**src/rtl/oal_pkg.sv**
```systemverilog
`timescale 1ns / 1ps

package oal_pkg;

  localparam int unsigned CAPACITY_DEF   = 64;
  localparam int unsigned DATA_WIDTH_DEF = 32;
  localparam int unsigned MODE_W         = 3;
  localparam int unsigned VALUE_W        = 32;

  localparam logic [MODE_W-1:0] MODE_INSERT = 3'd0;
  localparam logic [MODE_W-1:0] MODE_DELETE = 3'd1;
  localparam logic [MODE_W-1:0] MODE_GET    = 3'd2;
  localparam logic [MODE_W-1:0] MODE_LOCATE = 3'd3;
  localparam logic [MODE_W-1:0] MODE_PRIOR  = 3'd4;
  localparam logic [MODE_W-1:0] MODE_NEXT   = 3'd5;
  localparam logic [MODE_W-1:0] MODE_CLEAR  = 3'd6;

  typedef enum logic [1:0] {
    ST_OK,
    ST_BADPOS,
    ST_FULL,
    ST_NOTFOUND
  } status_t;

  typedef enum logic [3:0] {
    S_IDLE,
    S_DECODE,
    S_SHIFT_UP,
    S_DRAIN,
    S_INS_WR,
    S_SHIFT_DN,
    S_RD_WAIT,
    S_RD_CAP,
    S_SCAN,
    S_DONE
  } state_t;

  typedef enum logic [3:0] {
    PTR_HOLD,
    PTR_INC,
    PTR_DEC,
    PTR_ZERO,
    PTR_CNT_M1,
    PTR_POS_M1,
    PTR_POS,
    PTR_PREV,
    PTR_NEXT
  } ptr_op_t;

  typedef enum logic [1:0] {
    CNT_HOLD,
    CNT_INC,
    CNT_DEC,
    CNT_CLR
  } cnt_op_t;

  typedef struct packed {
    logic    load;
    ptr_op_t ptr_op;
    logic    wb_up;
    logic    wb_dn;
    logic    scan;
    logic    wr_val;
    logic    cap_data;
    logic    set_found;
    logic    set_status;
    status_t status;
    cnt_op_t cnt_op;
    logic    out_load;
  } dp_cmd_t;

  typedef struct packed {
    logic [MODE_W-1:0] mode;
    logic              ins_bad;
    logic              full;
    logic              ins_noshift;
    logic              rd_bad;
    logic              up_last;
    logic              dn_last;
    logic              del_noshift;
    logic              scan_hit;
    logic              scan_miss;
    logic              hit_first;
    logic              hit_last;
  } dp_stat_t;

endpackage

```
**src/rtl/oal_if.sv**
```systemverilog
`timescale 1ns / 1ps

interface oal_in_if
  import oal_pkg::*;
#(
  parameter int unsigned POS_W = $clog2(CAPACITY_DEF + 1)
) ();
  logic                      valid;
  logic                      ready;
  logic [MODE_W-1:0]         mode;
  logic [POS_W-1:0]          position;
  logic signed [VALUE_W-1:0] value;

  modport source (output valid, mode, position, value, input ready);
  modport sink   (input valid, mode, position, value, output ready);
endinterface

interface oal_out_if
  import oal_pkg::*;
#(
  parameter int unsigned POS_W = $clog2(CAPACITY_DEF + 1)
) ();
  logic                      valid;
  logic                      ready;
  logic [1:0]                status;
  logic signed [VALUE_W-1:0] data_out;
  logic [POS_W-1:0]          found_position;
  logic [POS_W-1:0]          list_length;

  modport source (output valid, status, data_out, found_position, list_length, input ready);
  modport sink   (input valid, status, data_out, found_position, list_length, output ready);
endinterface

```
**src/rtl/oal_ctrl.sv**
```systemverilog
`timescale 1ns / 1ps

module oal_ctrl
  import oal_pkg::*;
(
  input  logic     clk,
  input  logic     rst_n,
  input  logic     in_valid,
  output logic     in_ready,
  output logic     out_valid,
  input  logic     out_ready,
  input  dp_stat_t stat,
  output dp_cmd_t  cmd
);

  state_t state_r, state_nxt;
  logic   out_valid_r, out_valid_nxt;

  always_ff @(posedge clk) begin
    if (!rst_n) begin
      state_r     <= S_IDLE;
      out_valid_r <= 1'b0;
    end else begin
      state_r     <= state_nxt;
      out_valid_r <= out_valid_nxt;
    end
  end

  always_comb begin
    cmd        = '0;
    cmd.ptr_op = PTR_HOLD;
    cmd.cnt_op = CNT_HOLD;
    cmd.status = ST_OK;
    in_ready   = 1'b0;
    state_nxt  = state_r;

    unique case (state_r)
      S_IDLE: begin
        in_ready = 1'b1;
        if (in_valid) begin
          cmd.load  = 1'b1;
          state_nxt = S_DECODE;
        end
      end
      S_DECODE: begin
        unique case (stat.mode) inside
          MODE_INSERT: begin
            if (stat.ins_bad) begin
              cmd.set_status = 1'b1;
              cmd.status     = ST_BADPOS;
              state_nxt      = S_DONE;
            end else if (stat.full) begin
              cmd.set_status = 1'b1;
              cmd.status     = ST_FULL;
              state_nxt      = S_DONE;
            end else if (stat.ins_noshift) begin
              cmd.ptr_op = PTR_POS_M1;
              state_nxt  = S_INS_WR;
            end else begin
              cmd.ptr_op = PTR_CNT_M1;
              state_nxt  = S_SHIFT_UP;
            end
          end
          MODE_DELETE, MODE_GET: begin
            if (stat.rd_bad) begin
              cmd.set_status = 1'b1;
              cmd.status     = ST_BADPOS;
              state_nxt      = S_DONE;
            end else begin
              cmd.ptr_op = PTR_POS_M1;
              state_nxt  = S_RD_WAIT;
            end
          end
          MODE_LOCATE, MODE_PRIOR, MODE_NEXT: begin
            cmd.ptr_op = PTR_ZERO;
            state_nxt  = S_SCAN;
          end
          MODE_CLEAR: begin
            cmd.cnt_op = CNT_CLR;
            state_nxt  = S_DONE;
          end
          default: begin
            state_nxt = S_DONE;
          end
        endcase
      end
      S_SHIFT_UP: begin
        cmd.wb_up = 1'b1;
        if (stat.up_last) begin
          cmd.ptr_op = PTR_POS_M1;
          state_nxt  = S_DRAIN;
        end else begin
          cmd.ptr_op = PTR_DEC;
        end
      end
      S_DRAIN: begin
        state_nxt = S_INS_WR;
      end
      S_INS_WR: begin
        cmd.wr_val = 1'b1;
        cmd.cnt_op = CNT_INC;
        state_nxt  = S_DONE;
      end
      S_RD_WAIT: begin
        cmd.ptr_op = PTR_POS;
        state_nxt  = S_RD_CAP;
      end
      S_RD_CAP: begin
        cmd.cap_data = 1'b1;
        if (stat.mode == MODE_DELETE) begin
          if (stat.del_noshift) begin
            cmd.cnt_op = CNT_DEC;
            state_nxt  = S_DONE;
          end else begin
            state_nxt = S_SHIFT_DN;
          end
        end else begin
          state_nxt = S_DONE;
        end
      end
      S_SHIFT_DN: begin
        cmd.wb_dn  = 1'b1;
        cmd.ptr_op = PTR_INC;
        if (stat.dn_last) begin
          cmd.cnt_op = CNT_DEC;
          state_nxt  = S_DONE;
        end
      end
      S_SCAN: begin
        cmd.scan   = 1'b1;
        cmd.ptr_op = PTR_INC;
        if (stat.scan_hit) begin
          cmd.set_found = 1'b1;
          if (stat.mode == MODE_PRIOR) begin
            if (stat.hit_first) begin
              cmd.set_status = 1'b1;
              cmd.status     = ST_NOTFOUND;
              state_nxt      = S_DONE;
            end else begin
              cmd.ptr_op = PTR_PREV;
              state_nxt  = S_RD_WAIT;
            end
          end else if (stat.mode == MODE_NEXT) begin
            if (stat.hit_last) begin
              cmd.set_status = 1'b1;
              cmd.status     = ST_NOTFOUND;
              state_nxt      = S_DONE;
            end else begin
              cmd.ptr_op = PTR_NEXT;
              state_nxt  = S_RD_WAIT;
            end
          end else begin
            state_nxt = S_DONE;
          end
        end else if (stat.scan_miss) begin
          cmd.set_status = 1'b1;
          cmd.status     = ST_NOTFOUND;
          state_nxt      = S_DONE;
        end
      end
      S_DONE: begin
        if (!out_valid_r || out_ready) begin
          cmd.out_load = 1'b1;
          state_nxt    = S_IDLE;
        end
      end
      default: begin
        state_nxt = S_IDLE;
      end
    endcase
  end

  always_comb begin
    if (cmd.out_load) begin
      out_valid_nxt = 1'b1;
    end else if (out_ready) begin
      out_valid_nxt = 1'b0;
    end else begin
      out_valid_nxt = out_valid_r;
    end
  end

  assign out_valid = out_valid_r;

  a_accept_decode: assert property (@(posedge clk) disable iff (!rst_n)
    (in_valid && in_ready) |=> (state_r == S_DECODE))
    else $error("accepted item did not move to decode");

  a_shift_dn_delete: assert property (@(posedge clk) disable iff (!rst_n)
    (state_r == S_SHIFT_DN) |-> (stat.mode == MODE_DELETE))
    else $error("shift down outside delete");

  a_result_from_done: assert property (@(posedge clk) disable iff (!rst_n)
    $rose(out_valid_r) |-> ($past(state_r) == S_DONE))
    else $error("result raised outside done");

endmodule

```
**src/rtl/oal_dp.sv**
```systemverilog
`timescale 1ns / 1ps

module oal_dp
  import oal_pkg::*;
#(
  parameter int unsigned CAPACITY   = CAPACITY_DEF,
  parameter int unsigned DATA_WIDTH = DATA_WIDTH_DEF,
  localparam int unsigned AW = $clog2(CAPACITY),
  localparam int unsigned CW = $clog2(CAPACITY + 1)
) (
  input  logic                      clk,
  input  logic                      rst_n,
  input  logic [MODE_W-1:0]         in_mode,
  input  logic [CW-1:0]             in_position,
  input  logic signed [VALUE_W-1:0] in_value,
  input  dp_cmd_t                   cmd,
  output dp_stat_t                  stat,
  output logic [1:0]                out_status,
  output logic signed [VALUE_W-1:0] out_data,
  output logic [CW-1:0]             out_found,
  output logic [CW-1:0]             out_length
);

  localparam int unsigned DW = DATA_WIDTH;

  logic [DW-1:0] mem [CAPACITY];
  logic [DW-1:0] rd_data_r;

  logic [MODE_W-1:0] req_mode_r;
  logic [CW-1:0]     req_pos_r;
  logic [DW-1:0]     req_val_r;
  logic [DW-1:0]     in_elem;

  logic [CW-1:0] cnt_r, cnt_nxt;
  logic [CW-1:0] ptr_r, ptr_nxt;
  logic          wb_valid_r;
  logic [AW-1:0] wb_addr_r;
  logic [CW-1:0] wb_tgt;
  logic          cmp_valid_r;
  logic [CW-1:0] cmp_idx_r;

  status_t       status_r;
  logic [DW-1:0] data_r;
  logic [CW-1:0] found_r;

  logic [1:0]          out_status_r;
  logic [VALUE_W-1:0]  out_data_r;
  logic [VALUE_W-1:0]  data_ext;
  logic [CW-1:0]       out_found_r;
  logic [CW-1:0]       out_len_r;

  generate
    if (DW > VALUE_W) begin : g_wide
      assign in_elem  = {{(DW - VALUE_W){1'b0}}, in_value};
      assign data_ext = data_r[VALUE_W-1:0];
    end else if (DW == VALUE_W) begin : g_same
      assign in_elem  = in_value;
      assign data_ext = data_r;
    end else begin : g_narrow
      assign in_elem  = in_value[DW-1:0];
      assign data_ext = {{(VALUE_W - DW){1'b0}}, data_r};
    end
  endgenerate

  // element store: one write port, one registered read port
  always_ff @(posedge clk) begin
    if (wb_valid_r) begin
      mem[wb_addr_r] <= rd_data_r;
    end else if (cmd.wr_val) begin
      mem[ptr_r[AW-1:0]] <= req_val_r;
    end
  end

  always_ff @(posedge clk) begin
    rd_data_r <= mem[ptr_r[AW-1:0]];
  end

  always_comb begin
    unique case (cmd.ptr_op)
      PTR_HOLD:   ptr_nxt = ptr_r;
      PTR_INC:    ptr_nxt = ptr_r + CW'(1);
      PTR_DEC:    ptr_nxt = ptr_r - CW'(1);
      PTR_ZERO:   ptr_nxt = '0;
      PTR_CNT_M1: ptr_nxt = cnt_r - CW'(1);
      PTR_POS_M1: ptr_nxt = req_pos_r - CW'(1);
      PTR_POS:    ptr_nxt = req_pos_r;
      PTR_PREV:   ptr_nxt = cmp_idx_r - CW'(1);
      PTR_NEXT:   ptr_nxt = cmp_idx_r + CW'(1);
      default:    ptr_nxt = ptr_r;
    endcase
  end

  always_comb begin
    unique case (cmd.cnt_op)
      CNT_HOLD: cnt_nxt = cnt_r;
      CNT_INC:  cnt_nxt = cnt_r + CW'(1);
      CNT_DEC:  cnt_nxt = cnt_r - CW'(1);
      CNT_CLR:  cnt_nxt = '0;
      default:  cnt_nxt = cnt_r;
    endcase
  end

  assign wb_tgt = cmd.wb_up ? (ptr_r + CW'(1)) : (ptr_r - CW'(1));

  always_ff @(posedge clk) begin
    if (!rst_n) begin
      cnt_r       <= '0;
      wb_valid_r  <= 1'b0;
      cmp_valid_r <= 1'b0;
    end else begin
      cnt_r       <= cnt_nxt;
      wb_valid_r  <= cmd.wb_up || cmd.wb_dn;
      cmp_valid_r <= cmd.scan && (ptr_r < cnt_r);
    end
  end

  always_ff @(posedge clk) begin
    ptr_r     <= ptr_nxt;
    wb_addr_r <= wb_tgt[AW-1:0];
    cmp_idx_r <= ptr_r;
    if (cmd.load) begin
      req_mode_r <= in_mode;
      req_pos_r  <= in_position;
      req_val_r  <= in_elem;
      status_r   <= ST_OK;
      data_r     <= '0;
      found_r    <= '0;
    end else begin
      if (cmd.set_status) begin
        status_r <= cmd.status;
      end
      if (cmd.cap_data) begin
        data_r <= rd_data_r;
      end
      if (cmd.set_found) begin
        found_r <= cmp_idx_r + CW'(1);
      end
    end
    if (cmd.out_load) begin
      out_status_r <= status_r;
      out_data_r   <= data_ext;
      out_found_r  <= found_r;
      out_len_r    <= cnt_r;
    end
  end

  always_comb begin
    stat.mode        = req_mode_r;
    stat.ins_bad     = (req_pos_r == '0) ||
                       ({1'b0, req_pos_r} > ({1'b0, cnt_r} + (CW + 1)'(1)));
    stat.full        = cnt_r >= CW'(CAPACITY);
    stat.ins_noshift = {1'b0, req_pos_r} == ({1'b0, cnt_r} + (CW + 1)'(1));
    stat.rd_bad      = (req_pos_r == '0) || (req_pos_r > cnt_r);
    stat.up_last     = ptr_r == (req_pos_r - CW'(1));
    stat.dn_last     = ptr_r == (cnt_r - CW'(1));
    stat.del_noshift = req_pos_r == cnt_r;
    stat.scan_hit    = cmp_valid_r && (rd_data_r == req_val_r);
    stat.scan_miss   = !cmp_valid_r && (ptr_r >= cnt_r);
    stat.hit_first   = cmp_idx_r == '0;
    stat.hit_last    = ({1'b0, cmp_idx_r} + (CW + 1)'(1)) >= {1'b0, cnt_r};
  end

  assign out_status = out_status_r;
  assign out_data   = out_data_r;
  assign out_found  = out_found_r;
  assign out_length = out_len_r;

  a_count_bound: assert property (@(posedge clk) disable iff (!rst_n)
    cnt_r <= CW'(CAPACITY))
    else $error("element count above capacity");

  a_one_write: assert property (@(posedge clk) disable iff (!rst_n)
    !(wb_valid_r && cmd.wr_val))
    else $error("two writes to the store in one cycle");

  a_scan_in_range: assert property (@(posedge clk) disable iff (!rst_n)
    cmp_valid_r |-> (cmp_idx_r < cnt_r))
    else $error("compare on an entry beyond the count");

endmodule

```
**src/rtl/ordered_array_list_engine.sv**
```systemverilog
// Each request is decoded first; clear, unused modes and rejected requests then go straight to the result.
// Insert at p shifts the elements from p onward up by one (one element moved per cycle) unless appending.
// Delete at p shifts the elements after p down by one; locate/prior/next scan the list from the front.
// Prior and next then read the neighbor of the first match.
// The engine takes one item at a time: a new input item is accepted only in the idle state.
// Reset (rst_n low, synchronous) empties the list and drops any pending result; the store is kept.
`timescale 1ns / 1ps

module ordered_array_list_engine
  import oal_pkg::*;
#(
  parameter int unsigned CAPACITY   = CAPACITY_DEF,
  parameter int unsigned DATA_WIDTH = DATA_WIDTH_DEF
) (
  input  logic      clk,
  input  logic      rst_n,
  oal_in_if.sink    in_ch,
  oal_out_if.source out_ch
);

  localparam int unsigned POS_W = $clog2(CAPACITY + 1);

  dp_cmd_t  cmd;
  dp_stat_t stat;
  logic     in_ready;
  logic     out_valid;

  oal_ctrl u_ctrl (
    .clk       (clk),
    .rst_n     (rst_n),
    .in_valid  (in_ch.valid),
    .in_ready  (in_ready),
    .out_valid (out_valid),
    .out_ready (out_ch.ready),
    .stat      (stat),
    .cmd       (cmd)
  );

  oal_dp #(
    .CAPACITY   (CAPACITY),
    .DATA_WIDTH (DATA_WIDTH)
  ) u_dp (
    .clk         (clk),
    .rst_n       (rst_n),
    .in_mode     (in_ch.mode),
    .in_position (in_ch.position[POS_W-1:0]),
    .in_value    (in_ch.value),
    .cmd         (cmd),
    .stat        (stat),
    .out_status  (out_ch.status),
    .out_data    (out_ch.data_out),
    .out_found   (out_ch.found_position[POS_W-1:0]),
    .out_length  (out_ch.list_length[POS_W-1:0])
  );

  assign in_ch.ready  = in_ready;
  assign out_ch.valid = out_valid;

endmodule

```
**src/flat_wrapper.sv**
```systemverilog
// flat-port wrapper written by rule: the top's interface ports become plain ports
module ordered_array_list_engine_flat import oal_pkg::*;
#(
  parameter int unsigned CAPACITY   = CAPACITY_DEF,
  parameter int unsigned DATA_WIDTH = DATA_WIDTH_DEF
)
  (clk, rst_n, in_ch_valid, in_ch_mode, in_ch_position, in_ch_value, in_ch_ready, out_ch_valid, out_ch_status, out_ch_data_out, out_ch_found_position, out_ch_list_length, out_ch_ready);
  oal_in_if in_ch_i ();
  oal_out_if out_ch_i ();
  input  logic clk;
  input  logic rst_n;
  input wire logic [$bits(in_ch_i.valid)-1:0] in_ch_valid;
  input wire logic [$bits(in_ch_i.mode)-1:0] in_ch_mode;
  input wire logic [$bits(in_ch_i.position)-1:0] in_ch_position;
  input wire logic [$bits(in_ch_i.value)-1:0] in_ch_value;
  output wire logic [$bits(in_ch_i.ready)-1:0] in_ch_ready;
  output wire logic [$bits(out_ch_i.valid)-1:0] out_ch_valid;
  output wire logic [$bits(out_ch_i.status)-1:0] out_ch_status;
  output wire logic [$bits(out_ch_i.data_out)-1:0] out_ch_data_out;
  output wire logic [$bits(out_ch_i.found_position)-1:0] out_ch_found_position;
  output wire logic [$bits(out_ch_i.list_length)-1:0] out_ch_list_length;
  input wire logic [$bits(out_ch_i.ready)-1:0] out_ch_ready;
  assign in_ch_i.valid = in_ch_valid;
  assign in_ch_i.mode = in_ch_mode;
  assign in_ch_i.position = in_ch_position;
  assign in_ch_i.value = in_ch_value;
  assign in_ch_ready = in_ch_i.ready;
  assign out_ch_valid = out_ch_i.valid;
  assign out_ch_status = out_ch_i.status;
  assign out_ch_data_out = out_ch_i.data_out;
  assign out_ch_found_position = out_ch_i.found_position;
  assign out_ch_list_length = out_ch_i.list_length;
  assign out_ch_i.ready = out_ch_ready;
  ordered_array_list_engine #(.CAPACITY(CAPACITY), .DATA_WIDTH(DATA_WIDTH)) u_core (.clk(clk), .rst_n(rst_n), .in_ch(in_ch_i), .out_ch(out_ch_i));
endmodule
```
**config.mk**
```make
export PLATFORM = sky130hd
export DESIGN_NAME = ordered_array_list_engine_flat
export DESIGN_NICKNAME = d
export VERILOG_FILES = /design/src/rtl/oal_pkg.sv /design/src/rtl/oal_if.sv /design/src/rtl/oal_ctrl.sv /design/src/rtl/oal_dp.sv /design/src/rtl/ordered_array_list_engine.sv /design/src/flat_wrapper.sv
export SDC_FILE = /design/constraint.sdc
export NUM_CORES = 2
export LEC_CHECK = 0
export BUFFER_PORTS_ARGS = -buffer_cell sky130_fd_sc_hd__clkbuf_2
export CAP_MARGIN = 20
export CORE_MARGIN = 1.5
export CORE_UTILIZATION = 60
export CTS_BUF_LIST = sky130_fd_sc_hd__clkbuf_16
export DETAILED_ROUTE_END_ITERATION = 16
export PLACE_DENSITY = 0.76
export REMOVE_ABC_BUFFERS = 1
export SETUP_SLACK_MARGIN = 0.05
export SLEW_MARGIN = 15
export SYNTH_ARGS = -nofsm -noshare
export SYNTH_HDL_FRONTEND = slang
export SYNTH_SLANG_ARGS = --single-unit
```
**constraint.sdc**
```tcl
create_clock -name clk -period 8.7 [get_ports clk]
set_clock_uncertainty 0.1 [all_clocks]
set_input_delay 1.74 -clock clk [delete_from_list [all_inputs] [get_ports clk]]
set_output_delay 1.74 -clock clk [all_outputs]
set_load 0.01 [all_outputs]
```
==> impl_results.md <==
- Status: finished, final reports clean
- Commonest non-fill, non-tap cells in the layout: edfxtp_1 (2145), mux4_2 (578), clkbuf_16 (213)
- Yosys warnings: 0
- First-pass GRT wire length: 308800 um
- Synthesized area: around 87000 um^2
- Max-Cap Viols: 0
- Max Root-Sink Buffers: 3
- Die Wd: 384.3 um
- Post-synth EDFFs: 2145
- Post-CTS Hold Buffers: 0
- Cells after synthesis: just over 4000
- RSZ-0062 raised after global routing: false
- Post-DP HPWL: about 120000 um
- Top Ports: 96
- Avg Cell Area, Syn: 21.23 um^2
- DRT iter0 DRCs: 5755
- Fin worst setup slack: 4.129 ns
- Slew margin rel.: 0.2403
- Setup CP Type: flop to flop
- Post-CTS Setup Repair Bufs: 0
- Dpl cells: around 6000
- Synth top area share: 0.7382
- CTS tree: done
- CP arrival: 4.95 ns
- Reg clk slew, reported paths: about 0.070 ns
- Sequential area share after synthesis: 0.7612
- Slew Limit Fails: 0
- Maximum vdd drop: ~0.38 mV
- Period Utilization, post-route: 0.5254
- Port Buffers: 95
- Pre-CTS setup slack: 4.190 ns
- Drt wl/cell: 33.49 um
- ANT nets after route: 0
- Fmax: 218.8 MHz
- Placer Congestion: 0.9031
- Sequential share of power: 0.423
- Root Buffer: clkbuf_16
- Async SR Flop Fraction: 0
- Initial antenna violation count: 5
- Yosys cell types: 73
- CTS resizes: 0
- Vias: 44140
- Final setup vio count: 0
- Clock share of power: 0.269
- Crit path time final: 4.571 ns
- Leak: between 30 and 40 nW
- Layout Nets: 4415
- Routed wire length: 215100 um
- Clk_lat worst skew: 0.86 ns
- Antenna fix cells: 0
- Row count: between 100 and 150
- Vias per cell: 6.872
- Slew @ Worst Pin: 1.137 ns
- Synth Flop Type: edfxtp_1
- Syn-to-layout area delta: 12.12%
- Overflow after GRT: 0
- CTS HTree Levels: 4
- Post-Layout Cell Count: 6423
- Sw Ratio: 0.3205
- Die area: between 100000 and 150000 um^2
- Worst-path maximum fanout: 44
- Largest cells by area after synthesis: edfxtp_1 (74%), mux4_2 (15%), dfxtp_1 (2.3%)
- Post-synthesis cell type with the largest combined area: edfxtp_1
- Hold Violations, Final: 0
- CP Launch Type: flop
- CP endpoint kind: flop
- Initial core utilization: 0.6059
- Num CTS Buffers: 212
- CP Data Required Time: 9.08 ns
- Setup TNS Final: 0 ns
- Min-delay worst type: flop to flop
- Combinational share of power: 0.308
- # clock sinks: 2245
- P_int: 22.61 mW
- Most common cell after layout, fill and taps aside: edfxtp_1
- Remaining DRCs: 0
- Layout cells sized above 1: 0.2721
- Yosys reg bits: 2245
- Largest net degree at the start of global routing: between 100 and 150
- Die height: 384.3 um
- Cell Pwr Density: 340.2 nW/um^2
- Tot GR Track Use: 0.2947
- First-pass detailed-route iteration total: 6
- Vias in the first global route: 43630
- Core area: 144000 um^2
- Sw Pwr: 10.67 mW
state kept, by name, indices dropped and copies added (netlist names), 32 cells and up:
register               cells
u_core.u_dp.data_ext      32
u_core.u_dp.out_data      32
u_core.u_dp.rd_data_r     32
u_core.u_dp.mem         2048
u_core.u_dp.req_val_r     32
through the flow:
stage	util	instance area (um^2)	hold WS, ns	total power [mW]
after CTS	0.6782	97660	0.3275	33.30
final	0.6793	97830	0.3261	33.28
after global placement	0.6309	90850	0.3173	24.13
after floorplan	-	86400	0.3080	21.80
after detailed placement	0.6312	90890	0.3156	24.35
after global routing	0.6793	97830	0.3362	34.22
logic make-up after synthesis:
kind of cell / Yosys count / share of synthesized area
flip-flops: 2245 / 0.7612
multiplexers: 722 / 0.1661
AND/OR/NAND/NOR: 520 / 0.02702
AO/OA/AOI/OAI: 270 / 0.02074
buffers and inverters: 237 / 0.01081
XOR/XNOR: 81 / 0.009077
adder cells (fa/ha/maj): 35 / 0.005019
routing by layer:
layer / up-vias / global-route usage / part of all wire / wire length [um]
met5: - / 0 / 0.00026 / 57
met4: 8 / 0.1198 / 0.045 / 9581
met3: 480 / 0.05883 / 0.11 / 23030
met2: 3035 / 0.4679 / 0.49 / 104500
met1: 23050 / 0.4076 / 0.36 / 77940
li1: 17570 / - / - / -
final cells by class:
| cell class | count | area, um^2 |
|---|---|---|
| clock buffers | 213 | 5330 |
| clock inverters | 187 | 1436 |
| fillers | 8542 | 46180 |
| inverters | 26 | 97.59 |
| multi-input cells | 1628 | 20490 |
| flip-flops and latches | 2245 | 66410 |
| well taps | 1903 | 2381 |
| repair buffers | 221 | 1674 |
cell usage after synthesis (all sizes together), types with 10 or more instances:
cell type,count
edfxtp,2145
mux4,578
nand2,211
nor2,147
clkbuf,119
mux2i,114
dfxtp,100
buf,92
a21oi,74
xnor2,68
o22ai,44
o21ai,38
ha,35
nand3,31
mux2,30
inv,25
nor3,25
o221ai,16
a31oi,14
and3,13
nand2b,12
nor2b,12
nand4,11
a211o,10
o31ai,10
or3,10
critical path: stages, from the launching register on:
cell      delay (ns)
dfxtp_1         0.64
nand2b_1        0.17
or3_1           0.50
nand2b_2        0.24
buf_4           0.29
o21ai_0         0.54
nand2_1         0.58
nor2_4          0.60
buf_4           0.50
worst paths after layout:
check,slack (ns),start,cells past startpoint,end
worst max-delay path,4.13,u_core.u_ctrl.state_r[2]$_SDFFE_PN0P_,8,u_core.u_dp.mem[23][23]$_DFFE_PP_
worst min-delay path,0.33,u_core.u_dp.data_ext[21]$_SDFFE_PP0P_,0,u_core.u_dp.out_data[21]$_DFFE_PP_
worst max register to register,4.13,u_core.u_ctrl.state_r[2]$_SDFFE_PN0P_,8,u_core.u_dp.mem[23][23]$_DFFE_PP_
worst min register to register,0.33,u_core.u_dp.data_ext[21]$_SDFFE_PP0P_,0,u_core.u_dp.out_data[21]$_DFFE_PP_
power groups by stage:
stage               Combinational, mW  Sequential [mW]  Clock (mW)
floorplan                        6.83             15.0           0
detailed placement               10.1             14.3           0
global route                     10.7             14.1        9.42
CTS                              10.2             14.1        9.03
global placement                 9.86             14.3           0
finish                           10.3             14.1        8.95
(Power assumes the default switching activity.)
